**src/design/fbblur_pkg.sv**
```systemverilog
// Shared constants, types and the per-tap weighting function of the feedback blur.
package fbblur_pkg;

   // Frame geometry.
   localparam int FRAME_WIDTH  = 256;
   localparam int FRAME_HEIGHT = 256;
   localparam int FRAME_DEPTH  = FRAME_WIDTH * FRAME_HEIGHT;

   // Field widths of the request, response and register channels.
   localparam int PIXEL_W    = 32;
   localparam int COORD_W    = 8;
   localparam int HOFF_W     = 8;
   localparam int VOFF_W     = 2;
   localparam int CSR_INDEX_W = 8;
   localparam int CSR_DATA_W  = 8;

   // Internal widths derived from the frame geometry.
   localparam int COL_W  = $clog2(FRAME_WIDTH);
   localparam int ROW_W  = $clog2(FRAME_HEIGHT);
   localparam int ADDR_W = $clog2(FRAME_DEPTH);
   // Column before wrap: column + offset + width - 1, at most 509 + width.
   localparam int CX_W   = $clog2(FRAME_WIDTH + 511);
   // Row plus one: row + offset + tap row, at most 260, compared with the height.
   localparam int RYP_W  = $clog2(FRAME_HEIGHT + 262);

   // Operation codes.
   localparam logic OP_WRITE = 1'b0;
   localparam logic OP_READ  = 1'b1;

   // Register indexes.
   localparam logic [CSR_INDEX_W-1:0] REG_HORIZONTAL_OFFSET = 8'd0;
   localparam logic [CSR_INDEX_W-1:0] REG_VERTICAL_OFFSET   = 8'd1;

   // Register reset values.
   localparam logic [HOFF_W-1:0] HOFF_RESET = 8'd3;
   localparam logic [VOFF_W-1:0] VOFF_RESET = 2'd0;

   // Tap position codes within the 3x3 window.
   localparam logic [1:0] TAP_FIRST  = 2'd0;
   localparam logic [1:0] TAP_CENTER = 2'd1;
   localparam logic [1:0] TAP_LAST   = 2'd2;

   // Lane masks that drop the bits shifted across byte boundaries.
   localparam logic [PIXEL_W-1:0] MASK_CORNER = 32'h0F0F0F0F;
   localparam logic [PIXEL_W-1:0] MASK_EDGE   = 32'h1F1F1F1F;
   localparam logic [PIXEL_W-1:0] MASK_CENTER = 32'h3F3F3F3F;

   // Commands from the controller to the datapath.
   typedef struct packed {
      logic       capture;
      logic       mem_write;
      logic       reduce_step;
      logic       tap_start;
      logic       tap_issue;
      logic [1:0] tap_dy;
      logic [1:0] tap_dx;
      logic       rsp_load;
   } fbblur_cmd_type;

   // Status from the datapath to the controller.
   typedef struct packed {
      logic col_reduced;
      logic rsp_free;
   } fbblur_status_type;

   // Weights one neighbor: 1/4 at the center, 1/8 at the edges, 1/16 at the corners.
   function automatic logic [PIXEL_W-1:0] tap_term(input logic [PIXEL_W-1:0] pix,
                                                  input logic [1:0] dy,
                                                  input logic [1:0] dx);
      logic mid_row;
      logic mid_col;
      logic [PIXEL_W-1:0] term;
      mid_row = (dy == TAP_CENTER);
      mid_col = (dx == TAP_CENTER);
      if (mid_row && mid_col) begin
         term = (pix >> 2) & MASK_CENTER;
      end else if (mid_row || mid_col) begin
         term = (pix >> 3) & MASK_EDGE;
      end else begin
         term = (pix >> 4) & MASK_CORNER;
      end
      return term;
   endfunction

endpackage

```
**src/design/fbblur_ctrl.sv**
```systemverilog
// Controller state machine that sequences writes and the nine-tap read.
module fbblur_ctrl (
   input  logic                          clock,
   input  logic                          reset,
   input  logic                          req_valid,
   input  logic                          req_op,
   output logic                          req_ready,
   input  fbblur_pkg::fbblur_status_type status,
   output fbblur_pkg::fbblur_cmd_type    cmd
);

   localparam logic [2:0] ST_IDLE   = 3'd0;
   localparam logic [2:0] ST_REDUCE = 3'd1;
   localparam logic [2:0] ST_TAPS   = 3'd2;
   localparam logic [2:0] ST_DRAIN  = 3'd3;
   localparam logic [2:0] ST_FINISH = 3'd4;

   logic [2:0] state_ff;
   logic [2:0] state_in;
   logic [1:0] dy_ff;
   logic [1:0] dy_in;
   logic [1:0] dx_ff;
   logic [1:0] dx_in;

   // Next state, tap counters and datapath commands.
   always_comb begin
      state_in        = state_ff;
      dy_in           = dy_ff;
      dx_in           = dx_ff;
      req_ready       = 1'b0;
      cmd             = '0;
      cmd.tap_dy      = dy_ff;
      cmd.tap_dx      = dx_ff;
      unique case (state_ff)
         ST_IDLE: begin
            req_ready = 1'b1;
            if (req_valid) begin
               if (req_op == fbblur_pkg::OP_READ) begin
                  cmd.capture = 1'b1;
                  state_in    = ST_REDUCE;
               end else begin
                  cmd.mem_write = 1'b1;
               end
            end
         end
         ST_REDUCE: begin
            // Bring the wrapped base column into the frame, one subtraction a cycle.
            if (status.col_reduced) begin
               cmd.tap_start = 1'b1;
               dy_in         = fbblur_pkg::TAP_FIRST;
               dx_in         = fbblur_pkg::TAP_FIRST;
               state_in      = ST_TAPS;
            end else begin
               cmd.reduce_step = 1'b1;
            end
         end
         ST_TAPS: begin
            // One neighbor fetch per cycle, row by row.
            cmd.tap_issue = 1'b1;
            if (dx_ff == fbblur_pkg::TAP_LAST) begin
               dx_in = fbblur_pkg::TAP_FIRST;
               if (dy_ff == fbblur_pkg::TAP_LAST) begin
                  state_in = ST_DRAIN;
               end else begin
                  dy_in = dy_ff + 2'd1;
               end
            end else begin
               dx_in = dx_ff + 2'd1;
            end
         end
         ST_DRAIN: begin
            // The last fetched neighbor is accumulated here.
            state_in = ST_FINISH;
         end
         ST_FINISH: begin
            if (status.rsp_free) begin
               cmd.rsp_load = 1'b1;
               state_in     = ST_IDLE;
            end
         end
         default: begin
            state_in = ST_IDLE;
         end
      endcase
   end

   // State registers.
   always_ff @(posedge clock) begin
      if (reset) begin
         state_ff <= ST_IDLE;
         dy_ff    <= fbblur_pkg::TAP_FIRST;
         dx_ff    <= fbblur_pkg::TAP_FIRST;
      end else begin
         state_ff <= state_in;
         dy_ff    <= dy_in;
         dx_ff    <= dx_in;
      end
   end

endmodule

```
**config.mk**
```make
export PLATFORM = sky130hd
export DESIGN_NAME = fbblur_ctrl
export DESIGN_NICKNAME = d
export VERILOG_FILES = /design/src/design/fbblur_pkg.sv /design/src/design/fbblur_ctrl.sv
export SDC_FILE = /design/constraint.sdc
export NUM_CORES = 1
export LEC_CHECK = 0
export ABC_AREA = 1
export BUFFER_PORTS_ARGS = -buffer_cell sky130_fd_sc_hd__buf_2
export CAP_MARGIN = 20
export CORE_MARGIN = 2
export CORE_UTILIZATION = 30
export DETAILED_ROUTE_END_ITERATION = 7
export HOLD_SLACK_MARGIN = 0.08
export PLACE_DENSITY_LB_ADDON = 0.05
export SYNTH_ARGS = -nofsm -noshare
export SYNTH_HDL_FRONTEND = slang
export SYNTH_SLANG_ARGS = --single-unit
```
**constraint.sdc**
```tcl
create_clock -name clock -period 1.8 [get_ports clock]
set_clock_uncertainty 0.2 [all_clocks]
set_input_delay 0.09 -clock clock [delete_from_list [all_inputs] [get_ports clock]]
set_output_delay 0.09 -clock clock [all_outputs]
set_load 0.005 [all_outputs]
```
# Yosys cells after proc, flatten, opt, wreduce, memory -nomap -nowiden
# Cells that the tools add are included.
# word_totals
ff_bits,7
inputBits,6
# op_classes
n_addsub,2
eq_ne,13
mux,24
n_reduce_logical,5
# ops
op,n
$mux 3,6
$pmux 3 s5,1
$mux 2,7
$ne 2x2->1 const B,7
$mux 1,8
$pmux 2 s2,2
$eq 3x2->1 const B,2
$reduce_and 6->1,1
$add 2x1->2 const B,2
$eq 2x2->1 const B,2
$reduce_and 4->1,1
$eq 3x1->1 const B,1
$eq 3x3->1 const B,1
$logic_not 3->1,1
$reduce_and 2->1,1
$reduce_bool 2->1,1

# Longest topological paths before layout
# Gate-level depths: netlist of the first run.
# logic_depth
depth_word,4
mapped_depth,8
mapped_depth_nobuf,8

# Least setup slack after synthesis of the first run
# OpenSTA, ideal clock, no wires.
# synth_timing
kind,register to register
from,register dy_ff[0]
to,register dy_ff[1]
t_arrival_ns,1.050
path_slack_ns,0.486
stages_incl_launch_ff,7
path_buffers,0
path_cell_list,dfxtp_1 inv_1 ha_1 or2_0 nand3_1 nand2_1 nor2_1
# synth_between
elab_chain_cells,4
# synth_rtl
element,line_no,source
start: declaration,fbblur_ctrl.sv:20,logic [1:0] dy_ff;
start signal: assignment,fbblur_ctrl.sv:91,dy_ff <= fbblur_pkg::TAP_FIRST;
start signal: assignment,fbblur_ctrl.sv:95,dy_ff <= dy_in;
$add 2x1->2,fbblur_ctrl.sv:65,dy_in = dy_ff + 2'd1;
$mux 2,fbblur_ctrl.sv:62,if (dy_ff == fbblur_pkg::TAP_LAST) begin
$mux 2,fbblur_ctrl.sv:60,if (dx_ff == fbblur_pkg::TAP_LAST) begin
$pmux 2 s2,fbblur_ctrl.sv:34,unique case (state_ff)
# Several ways; a longest one is shown, not always the timed one. The select of a mux whose other input is x is not followed.
# A chain may end at the register's enable or synchronous reset.

==> results.sh, run 1 <==
export IMPL_rsz0062_at_grt="false"
export IMPL_routed_wl_um=931
export IMPL_synth_top_cell_area_share=0.316
export IMPL_max_cap_violations=0
export IMPL_reg2reg_depth=7
export IMPL_nFillCells=150
export IMPL_route_detailed_drc=0
export IMPL_critPathRequiredTime_ns=1.51
export IMPL_cts_reportedPaths_clkPinSlew_ns=0.05
export IMPL_endpoint_kind="output port"
export IMPL_synth_flop_cell="dfxtp_1"
export IMPL_vias=464
export IMPL_ys_seq_elements=7
export IMPL_synth_area_sq_um=443
export IMPL_leakage_nw=0.318
export IMPL_ios=17
export IMPL_cp_start_kind="flip-flop"
export IMPL_avgSynthCellArea_sq_um=6.51
export IMPL_ys_types=19
export IMPL_max_freq_ghz=0.662
export IMPL_rows=13
export IMPL_placed_area_sq_um=542
export IMPL_synth_edff_count=0
export IMPL_ys_seq_area_frac=0.316
export IMPL_critPathKind="reg -> out"
export IMPL_ant_nets=0
export IMPL_final_nets=99
export IMPL_drive_gt1_frac=0.341
export IMPL_r2r_end="dy_ff[0]"
export IMPL_area_growth_pct=35.0
export IMPL_yosys_area_top_type="dfxtp_1"
export IMPL_regToRegSetupSlack_ns=0.43
export IMPL_viasPerCell=4.38
export IMPL_fin_util=0.448
export IMPL_gp_congestion=0.736
export IMPL_post_cts_buffers=0
export IMPL_worst_slack_ns=0.289
export IMPL_whs_path_depth=7
export IMPL_fin_crit_sh=0.840
export IMPL_crit_path_end="cmd[8]"
export IMPL_p_total_uw=664
export IMPL_final_hold_violation_count=0
export IMPL_htreeDepth=1
export IMPL_worstReg2RegStart="dy_ff[0]"
export IMPL_crit_start="state_ff[2]"
export IMPL_cts_made_buffers=3
export IMPL_status="complete, no violations"
export IMPL_ys_warn_count=0
export IMPL_relSlewSlack=0.791
export IMPL_design_core_area_sq_um=1330
export IMPL_grt_start_max_net_pins=8
export IMPL_setup_viol=0
export IMPL_hp_class="in -> reg"
export IMPL_antenna_found_initial=0
export IMPL_clock_sinks=7
export IMPL_slew_viol_final=0
export IMPL_grt_pass1_vias=401
export IMPL_die_area_sq_um=1800
export IMPL_grt_pass1_wl_mm=1.57
export IMPL_antenna_cells=0
export IMPL_hpwl_um=727
export IMPL_design_area_sq_um=598
export IMPL_clock_path_buffers=2
export IMPL_synth_nets=75
export IMPL_critPathMaxFanout=5
export IMPL_numPortBuffers=16
export IMPL_clk_latency_ns=0.25
export IMPL_root_buffer="clkbuf_4"
export IMPL_firstDrtPassIters=4
export IMPL_tightest_slew_ns=0.313
export IMPL_tritoncts="done"
export IMPL_yosysMostFrequentCell="nand2_1"
export IMPL_dp_slack_ns=0.459
export IMPL_powerDensity_nw_per_um2=1110
export IMPL_yosys_top_cells_area="dfxtp_1, nand2_1, nor2_1, inv_1, nand3_1"
export IMPL_ir_worst_vdd_mv=0.398
export IMPL_fin_crit_ns=1.51
export IMPL_first_iter_violations=20
export IMPL_tns_ns=0
export IMPL_drt_wirelength_per_cell_um=8.78
export IMPL_arrival_ns=1.22
export IMPL_synthTopCellsByCount="nand2_1, nor2_1, inv_1, dfxtp_1, nand3_1"
export IMPL_start_util=0.332
export IMPL_grt_overflow=0
export IMPL_grtUsageTotal=0.117
export IMPL_die_h_um=42.4
export IMPL_die_w_um=42.4
export IMPL_async_reset_ff_frac=0
export IMPL_synthCells=68
-- registers in the layout, indices dropped and copies added (netlist names) --
signal    flops
dx_ff         2
dy_ff         2
state_ff      3
-- kinds of logic (layout without fill, tap and decap cells) --
| group | Yosys count | in the layout | share of synthesized area |
|---|---|---|---|
| buf+inv | 14 | 37 | 0.119 |
| compound gates | 8 | 8 | 0.107 |
| flops | 7 | 7 | 0.316 |
| simple gates | 38 | 38 | 0.429 |
| fa+ha+maj | 1 | 1 | 0.0282 |
-- area by class of cell --
cell class	count	area, sq um	share of cell area
multi-input cells	47	250	0.418
flip-flops and latches	7	140	0.234
repair buffers	19	110	0.184
inverters	14	52.6	0.0879
clock buffers	4	26.3	0.0439
well taps	15	18.8	0.0314
-- metal layers --
metal,track usage,routed length (um),vias to the layer above
met5,0,0,-
met4,0.0750,6,0
met3,0.0388,66,2
met2,0.166,390,13
met1,0.149,467,193
li1,-,-,256
-- worst max-delay path: stages (launching register included) --
cell     delay [ns]
dfxtp_1        0.36
nor2_4         0.19
inv_1          0.07
nor2_1         0.12
nand2_1        0.06
nor2_1         0.07
buf_2          0.11
-- where the power goes --
group / total, mW / switching, mW / internal (mW)
clock network: 0.144 / 0.0591 / 0.0847
logic: 0.301 / 0.176 / 0.125
registers: 0.219 / 0.0321 / 0.187
-- cells in the final DEF (no fill, tap or decap), types with 2 or more instances in the layout --
master          n
nor2_4          2
inv_1          10
buf_2          16
dlygate4sd3_1   3
nor2_1         11
dfxtp_1         7
o21ai_0         2
nand2_2         2
a21oi_1         4
nand3_1         6
inv_2           3
nand2_1        12
clkbuf_4        3
-- repair_timing --
| action | CTS | global route |
|---|---|---|
| hold endpoints to repair | 7 | 0 |
| hold buffers | 3 | 0 |
| resized for setup | 0 | 0 |
-- stage by stage --
| step | hold slack, ns | std cells |
|---|---|---|
| 2_1_floorplan | -0.0409 | 68 |
| 3_3_place_gp | 0.0958 | 99 |
| 3_5_place_dp | 0.107 | 99 |
| 4_1_cts | 0.160 | 106 |
| 5_1_grt | 0.211 | 106 |
| 6_report | 0.164 | 106 |
-- how the worst min path moves through the flow --
stage | startpoint | endpoint
CTS | req_op | state_ff[0]
detailed placement | reset | state_ff[1]
global placement | reset | state_ff[1]
global route | req_valid | state_ff[0]
floorplan | reset | state_ff[0]
finish | req_op | state_ff[0]
No activity file was read; power rests on OpenSTA's default activity.
==> inputs of run 2 (changes only) <==
==> constraint.sdc (replaced) <==
create_clock -name clock -period 1.3 [get_ports clock]
set_clock_uncertainty 0.2 [all_clocks]
set_input_delay 0.065 -clock clock [delete_from_list [all_inputs] [get_ports clock]]
set_output_delay 0.065 -clock clock [all_outputs]
set_load 0.005 [all_outputs]
==> results.sh, run 2 (synthesis results as in run 1) <==
export IMPL_ant_nets=0
export IMPL_rsz0062_at_grt="true"
export IMPL_relSlewSlack=0.868
export IMPL_grtUsageTotal=0.132
export IMPL_max_cap_violations=0
export IMPL_slew_viol_final=0
export IMPL_layout_common_cells="buf_2, nand2_1, nor2_1, buf_4, inv_1"
export IMPL_vias=508
export IMPL_fin_util=0.568
export IMPL_cts_made_buffers=3
export IMPL_hp_class="in -> reg"
export IMPL_start_util=0.332
export IMPL_violations="setup timing"
export IMPL_multi_input_area_sq_um=295
export IMPL_critPathRequiredTime_ns=1.03
export IMPL_powerDensity_nw_per_um2=1530
export IMPL_cts_reportedPaths_clkPinSlew_ns=0.05
export IMPL_drive_gt1_frac=0.544
export IMPL_ios=17
export IMPL_die_area_sq_um=1800
export IMPL_critPathKind="reg -> out"
export IMPL_antenna_found_initial=0
export IMPL_seqCellArea_sq_um=150
export IMPL_clock_sinks=7
export IMPL_final_common_cell="buf_2"
export IMPL_grt_start_max_net_pins=7
export IMPL_crit_path_top_delay_cell="dfxtp_4"
export IMPL_drt_wirelength_per_cell_um=9.28
export IMPL_nFillCells=130
export IMPL_cp_cell_sequence="inv_2, nor2_4, nand2_2, buf_4, nor2_1, buf_2"
export IMPL_grt_pass1_vias=438
export IMPL_rows=13
export IMPL_firstDrtPassIters=2
export IMPL_tightest_slew_ns=0.196
export IMPL_gp_congestion=0.675
export IMPL_design_core_area_sq_um=1330
export IMPL_fin_crit_sh=1.09
export IMPL_slowest_delay_ns=0.38
export IMPL_root_buffer="clkbuf_4"
export IMPL_area_growth_pct=70.9
export IMPL_critPathMaxFanout=3
export IMPL_leakage_nw=0.388
export IMPL_htreeDepth=1
export IMPL_numPortBuffers=16
export IMPL_grt_overflow=0
export IMPL_first_iter_violations=4
export IMPL_routed_wl_mm=1.10
export IMPL_final_nets=111
export IMPL_fin_crit_ns=1.42
export IMPL_ir_worst_vdd_mv=0.729
export IMPL_timing_critical_path_buf_inv=3
export IMPL_grt_pass1_wl_mm=1.82
export IMPL_largest_reg_flops=3
export IMPL_placed_area_sq_um=603
export IMPL_die_h_um=42.4
export IMPL_viasPerCell=4.31
export IMPL_endpoint_kind="output port"
export IMPL_worst_slack_ns=-0.122
export IMPL_die_w_um=42.4
export IMPL_hpwl_um=778
export IMPL_clock_path_buffers=2
export IMPL_antenna_cells=0
export IMPL_top_register="state_ff"
export IMPL_final_hold_violation_count=0
export IMPL_p_total_mw=1.16
export IMPL_arrival_ns=1.16
export IMPL_clk_latency_ns=0.25
export IMPL_crit_family="flip-flops"
export IMPL_reg_top3="state_ff: 3 flops, dx_ff: 2 flops, dy_ff: 2 flops"
export IMPL_max_freq_ghz=0.703
export IMPL_cp_start_kind="flip-flop"
export IMPL_setup_viol=11
export IMPL_tns_ns=-0.743
export IMPL_status="finished, violations left"
export IMPL_route_detailed_drc=0
export IMPL_tritoncts="done"
export IMPL_design_area_sq_um=757
-- run 2: layout make-up --
| cell class | count | share of cell area |
|---|---|---|
| flip-flops and latches | 7 | 0.198 |
| repair buffers | 31 | 0.279 |
| well taps | 15 | 0.0248 |
| inverters | 14 | 0.0727 |
| multi-input cells | 47 | 0.390 |
| clock buffers | 4 | 0.0347 |
-- run 2: through the flow --
step / hold WS (ns) / setup WS (ns) / std cells
floorplan: -0.0659 / 0.0161 / 68
global placement: 0.0734 / -0.0342 / 107
detailed placement: 0.0917 / -0.0248 / 107
global route: 0.0652 / -0.202 / 118
CTS: 0.0437 / -0.139 / 117
finish: 0.0376 / -0.122 / 118
-- run 2: power breakdown --
group,internal [mW],total (mW),switching (mW)
Clock,0.117,0.193,0.0761
Combinational,0.331,0.650,0.319
Sequential,0.267,0.317,0.0501
-- run 2: timing repair --
action / CTS / global route
pin swaps: 5 / 8
hold endpoints to repair: 7 / 1
endpoints found under the setup margin: 8 / 13
setup buffers: 4 / 0
hold buffers: 2 / 1
resized for setup: 7 / 17
-- run 2: routing by layer --
metal,global-route usage,part of all wire,vias up
li1,-,-,282
met2,0.194,0.46,9
met1,0.177,0.49,215
met4,0.0563,0.011,0
met3,0.0388,0.033,2
met5,0,0,-
-- run 2: final timing paths --
check                                 start          end  slack, ns  cells past startpoint
worst min-delay path              status[1]  state_ff[0]       0.04                      5
worst max register to register  state_ff[2]     dy_ff[0]      -0.10                      8
worst min register to register     dx_ff[1]     dx_ff[1]       0.28                      1
worst max-delay path            state_ff[0]       cmd[6]      -0.12                      6
-- run 2: worst register-to-register path: stages, from the launching register on --
cell and delay (ns):
dfxtp_4 0.36, nor2_4 0.11, buf_4 0.14, nand2_4 0.07, nor2_4 0.11, inv_2 0.05
a21oi_2 0.15, nor2_1 0.05, nor2_1 0.09
==> inputs of run 3 (changes only) <==
--- a/config.mk
+++ b/config.mk
@@ -8,11 +8,12 @@
 export ABC_AREA = 1
 export BUFFER_PORTS_ARGS = -buffer_cell sky130_fd_sc_hd__buf_2
 export CAP_MARGIN = 20
-export CORE_MARGIN = 2
+export CORE_MARGIN = 5
 export CORE_UTILIZATION = 30
 export DETAILED_ROUTE_END_ITERATION = 7
 export HOLD_SLACK_MARGIN = 0.08
 export PLACE_DENSITY_LB_ADDON = 0.05
+export SETUP_SLACK_MARGIN = 0.05
 export SYNTH_ARGS = -nofsm -noshare
 export SYNTH_HDL_FRONTEND = slang
 export SYNTH_SLANG_ARGS = --single-unit
==> results.sh, run 3 (synthesis results as in run 1) <==
export IMPL_worst_slack_ns=-0.200
export IMPL_final_cells=119
export IMPL_clk_latency_ns=0.25
export IMPL_tightest_slew_ns=0.244
export IMPL_first_iter_violations=22
export IMPL_design_core_area_sq_um=1350
export IMPL_rsz0062_at_grt="true"
export IMPL_route_detailed_drc=0
export IMPL_cp_start_kind="flip-flop"
export IMPL_place_inst=104
export IMPL_powerDensity_nw_per_um2=1550
export IMPL_layout_common_cells="buf_2, nand2_1, buf_4"
export IMPL_max_freq_ghz=0.667
export IMPL_drive_gt1_frac=0.615
export IMPL_ant_nets=0
export IMPL_ir_worst_vdd_mv=0.949
export IMPL_arrival_ns=1.23
export IMPL_firstDrtPassIters=4
export IMPL_endpoint_kind="output port"
export IMPL_antenna_found_initial=0
export IMPL_vias=579
export IMPL_root_buffer="clkbuf_4"
export IMPL_largest_reg_flops=3
export IMPL_status="finished, violations left"
export IMPL_hp_class="in -> reg"
export IMPL_tritoncts="done"
export IMPL_fin_crit_sh=1.15
export IMPL_swShare=0.402
export IMPL_tns_ns=-1.38
export IMPL_crit_path_top_delay_cell="dfxtp_4"
export IMPL_critPathRequiredTime_ns=1.03
export IMPL_dp_slack_ns=-0.0314
export IMPL_whs_path_depth=5
export IMPL_clock_path_buffers=2
export IMPL_htreeDepth=1
export IMPL_reg2reg_depth=8
export IMPL_grt_start_max_net_pins=7
export IMPL_cts_reportedPaths_clkPinSlew_ns=0.05
export IMPL_power_frac_comb=0.581
export IMPL_nFillCells=129
export IMPL_top_register="state_ff"
export IMPL_relSlewSlack=0.837
export IMPL_setup_viol=13
export IMPL_max_cap_violations=0
export IMPL_cp_depth=6
export IMPL_final_nets=112
export IMPL_rows=13
export IMPL_final_hold_violation_count=0
export IMPL_grt_pass1_wl_mm=2.17
export IMPL_design_area_sq_um=815
export IMPL_routed_wl_mm=1.42
export IMPL_hpwl_um=837
export IMPL_grtUsageTotal=0.116
export IMPL_grt_pass1_vias=543
export IMPL_crit_family="simple AND/OR/NAND/NOR gates"
export IMPL_final_common_cell="buf_2"
export IMPL_critPathKind="reg -> out"
export IMPL_critPathMaxFanout=3
export IMPL_seq_power_share=0.258
export IMPL_clkPwrFrac=0.162
export IMPL_cts_made_buffers=3
export IMPL_leakage_nw=0.397
export IMPL_gp_congestion=0.729
export IMPL_numPortBuffers=16
export IMPL_p_total_mw=1.26
export IMPL_die_w_um=48.4
export IMPL_placed_area_sq_um=583
export IMPL_area_growth_pct=83.9
export IMPL_clock_sinks=7
export IMPL_slew_viol_final=0
export IMPL_power_internal_uw=754
export IMPL_regToRegSetupSlack_ns=-0.13
export IMPL_grt_overflow=0
export IMPL_ios=17
export IMPL_drt_wirelength_per_cell_um=11.9
export IMPL_die_area_sq_um=2340
export IMPL_cp_cell_sequence="nor2_4, inv_2, nor2_2, nand2_1, nor2_1, buf_2"
export IMPL_slowest_delay_ns=0.35
export IMPL_die_h_um=48.4
export IMPL_viasPerCell=4.87
export IMPL_antenna_cells=0
export IMPL_fin_crit_ns=1.50
export IMPL_reg_top3="state_ff: 3 flops, dx_ff: 2 flops, dy_ff: 2 flops"
export IMPL_timing_critical_path_buf_inv=2
export IMPL_start_util=0.328
export IMPL_p_switching_uw=507
export IMPL_violations="setup timing"
==> run 3: final cells by class <==
class                      instances  area (sq um)  share of cell area
inverter                          14          57.6              0.0707
timing repair buffer              32           235               0.289
multi-input combinational         47           324               0.398
clock buffer                       4          26.3              0.0323
sequential                         7           153               0.187
tap                               15          18.8              0.0230
==> run 3: metrics by stage <==
stage | util | hold slack (ns)
2_1_floorplan | - | -0.0659
3_3_place_gp | 0.432 | 0.0982
5_1_grt | 0.603 | 0.113
3_5_place_dp | 0.432 | 0.100
6_report | 0.603 | 0.103
4_1_cts | 0.532 | 0.0310
==> run 3: worst paths after layout <==
check	from	to
setup / recovery	state_ff[2]	cmd[8]
hold / removal	status[1]	state_ff[0]
setup reg to reg	state_ff[2]	dy_ff[1]
hold reg to reg	dy_ff[0]	dy_ff[0]
==> run 3: power groups by stage <==
| stage | logic [mW] | clock network (mW) | registers (mW) |
|---|---|---|---|
| finish | 0.732 | 0.204 | 0.325 |
| global route | 0.801 | 0.235 | 0.330 |
| CTS | 0.584 | 0.211 | 0.317 |
| detailed placement | 0.466 | 0 | 0.313 |
| global placement | 0.468 | 0 | 0.313 |
| floorplan | 0.300 | 0 | 0.310 |
==> run 3: worst register-to-register path: stages, from the launching register on <==
cell     delay, ns
dfxtp_4       0.35
nor2_4        0.15
buf_6         0.14
nand2_8       0.06
nor2_4        0.12
inv_2         0.05
a21oi_2       0.15
nor2_1        0.06
nor2_1        0.08
==> run 3: what timing repair did <==
| item | 4_1_cts | 5_1_grt |
|---|---|---|
| endpoints found under the hold margin | 7 | 0 |
| pin swaps | 7 | 11 |
| setup endpoints to repair | 13 | 13 |
| resized for setup | 22 | 12 |
| hold buffers | 2 | 0 |
| setup buffers | 3 | 6 |
==> run 3: routing by layer <==
metal | global-route usage | vias to the layer above | wire length [um]
li1 | - | 283 | -
met1 | 0.126 | 280 | 542
met2 | 0.187 | 12 | 815
met3 | 0.0459 | 4 | 39
met4 | 0.0645 | 0 | 25
met5 | 0 | - | 0
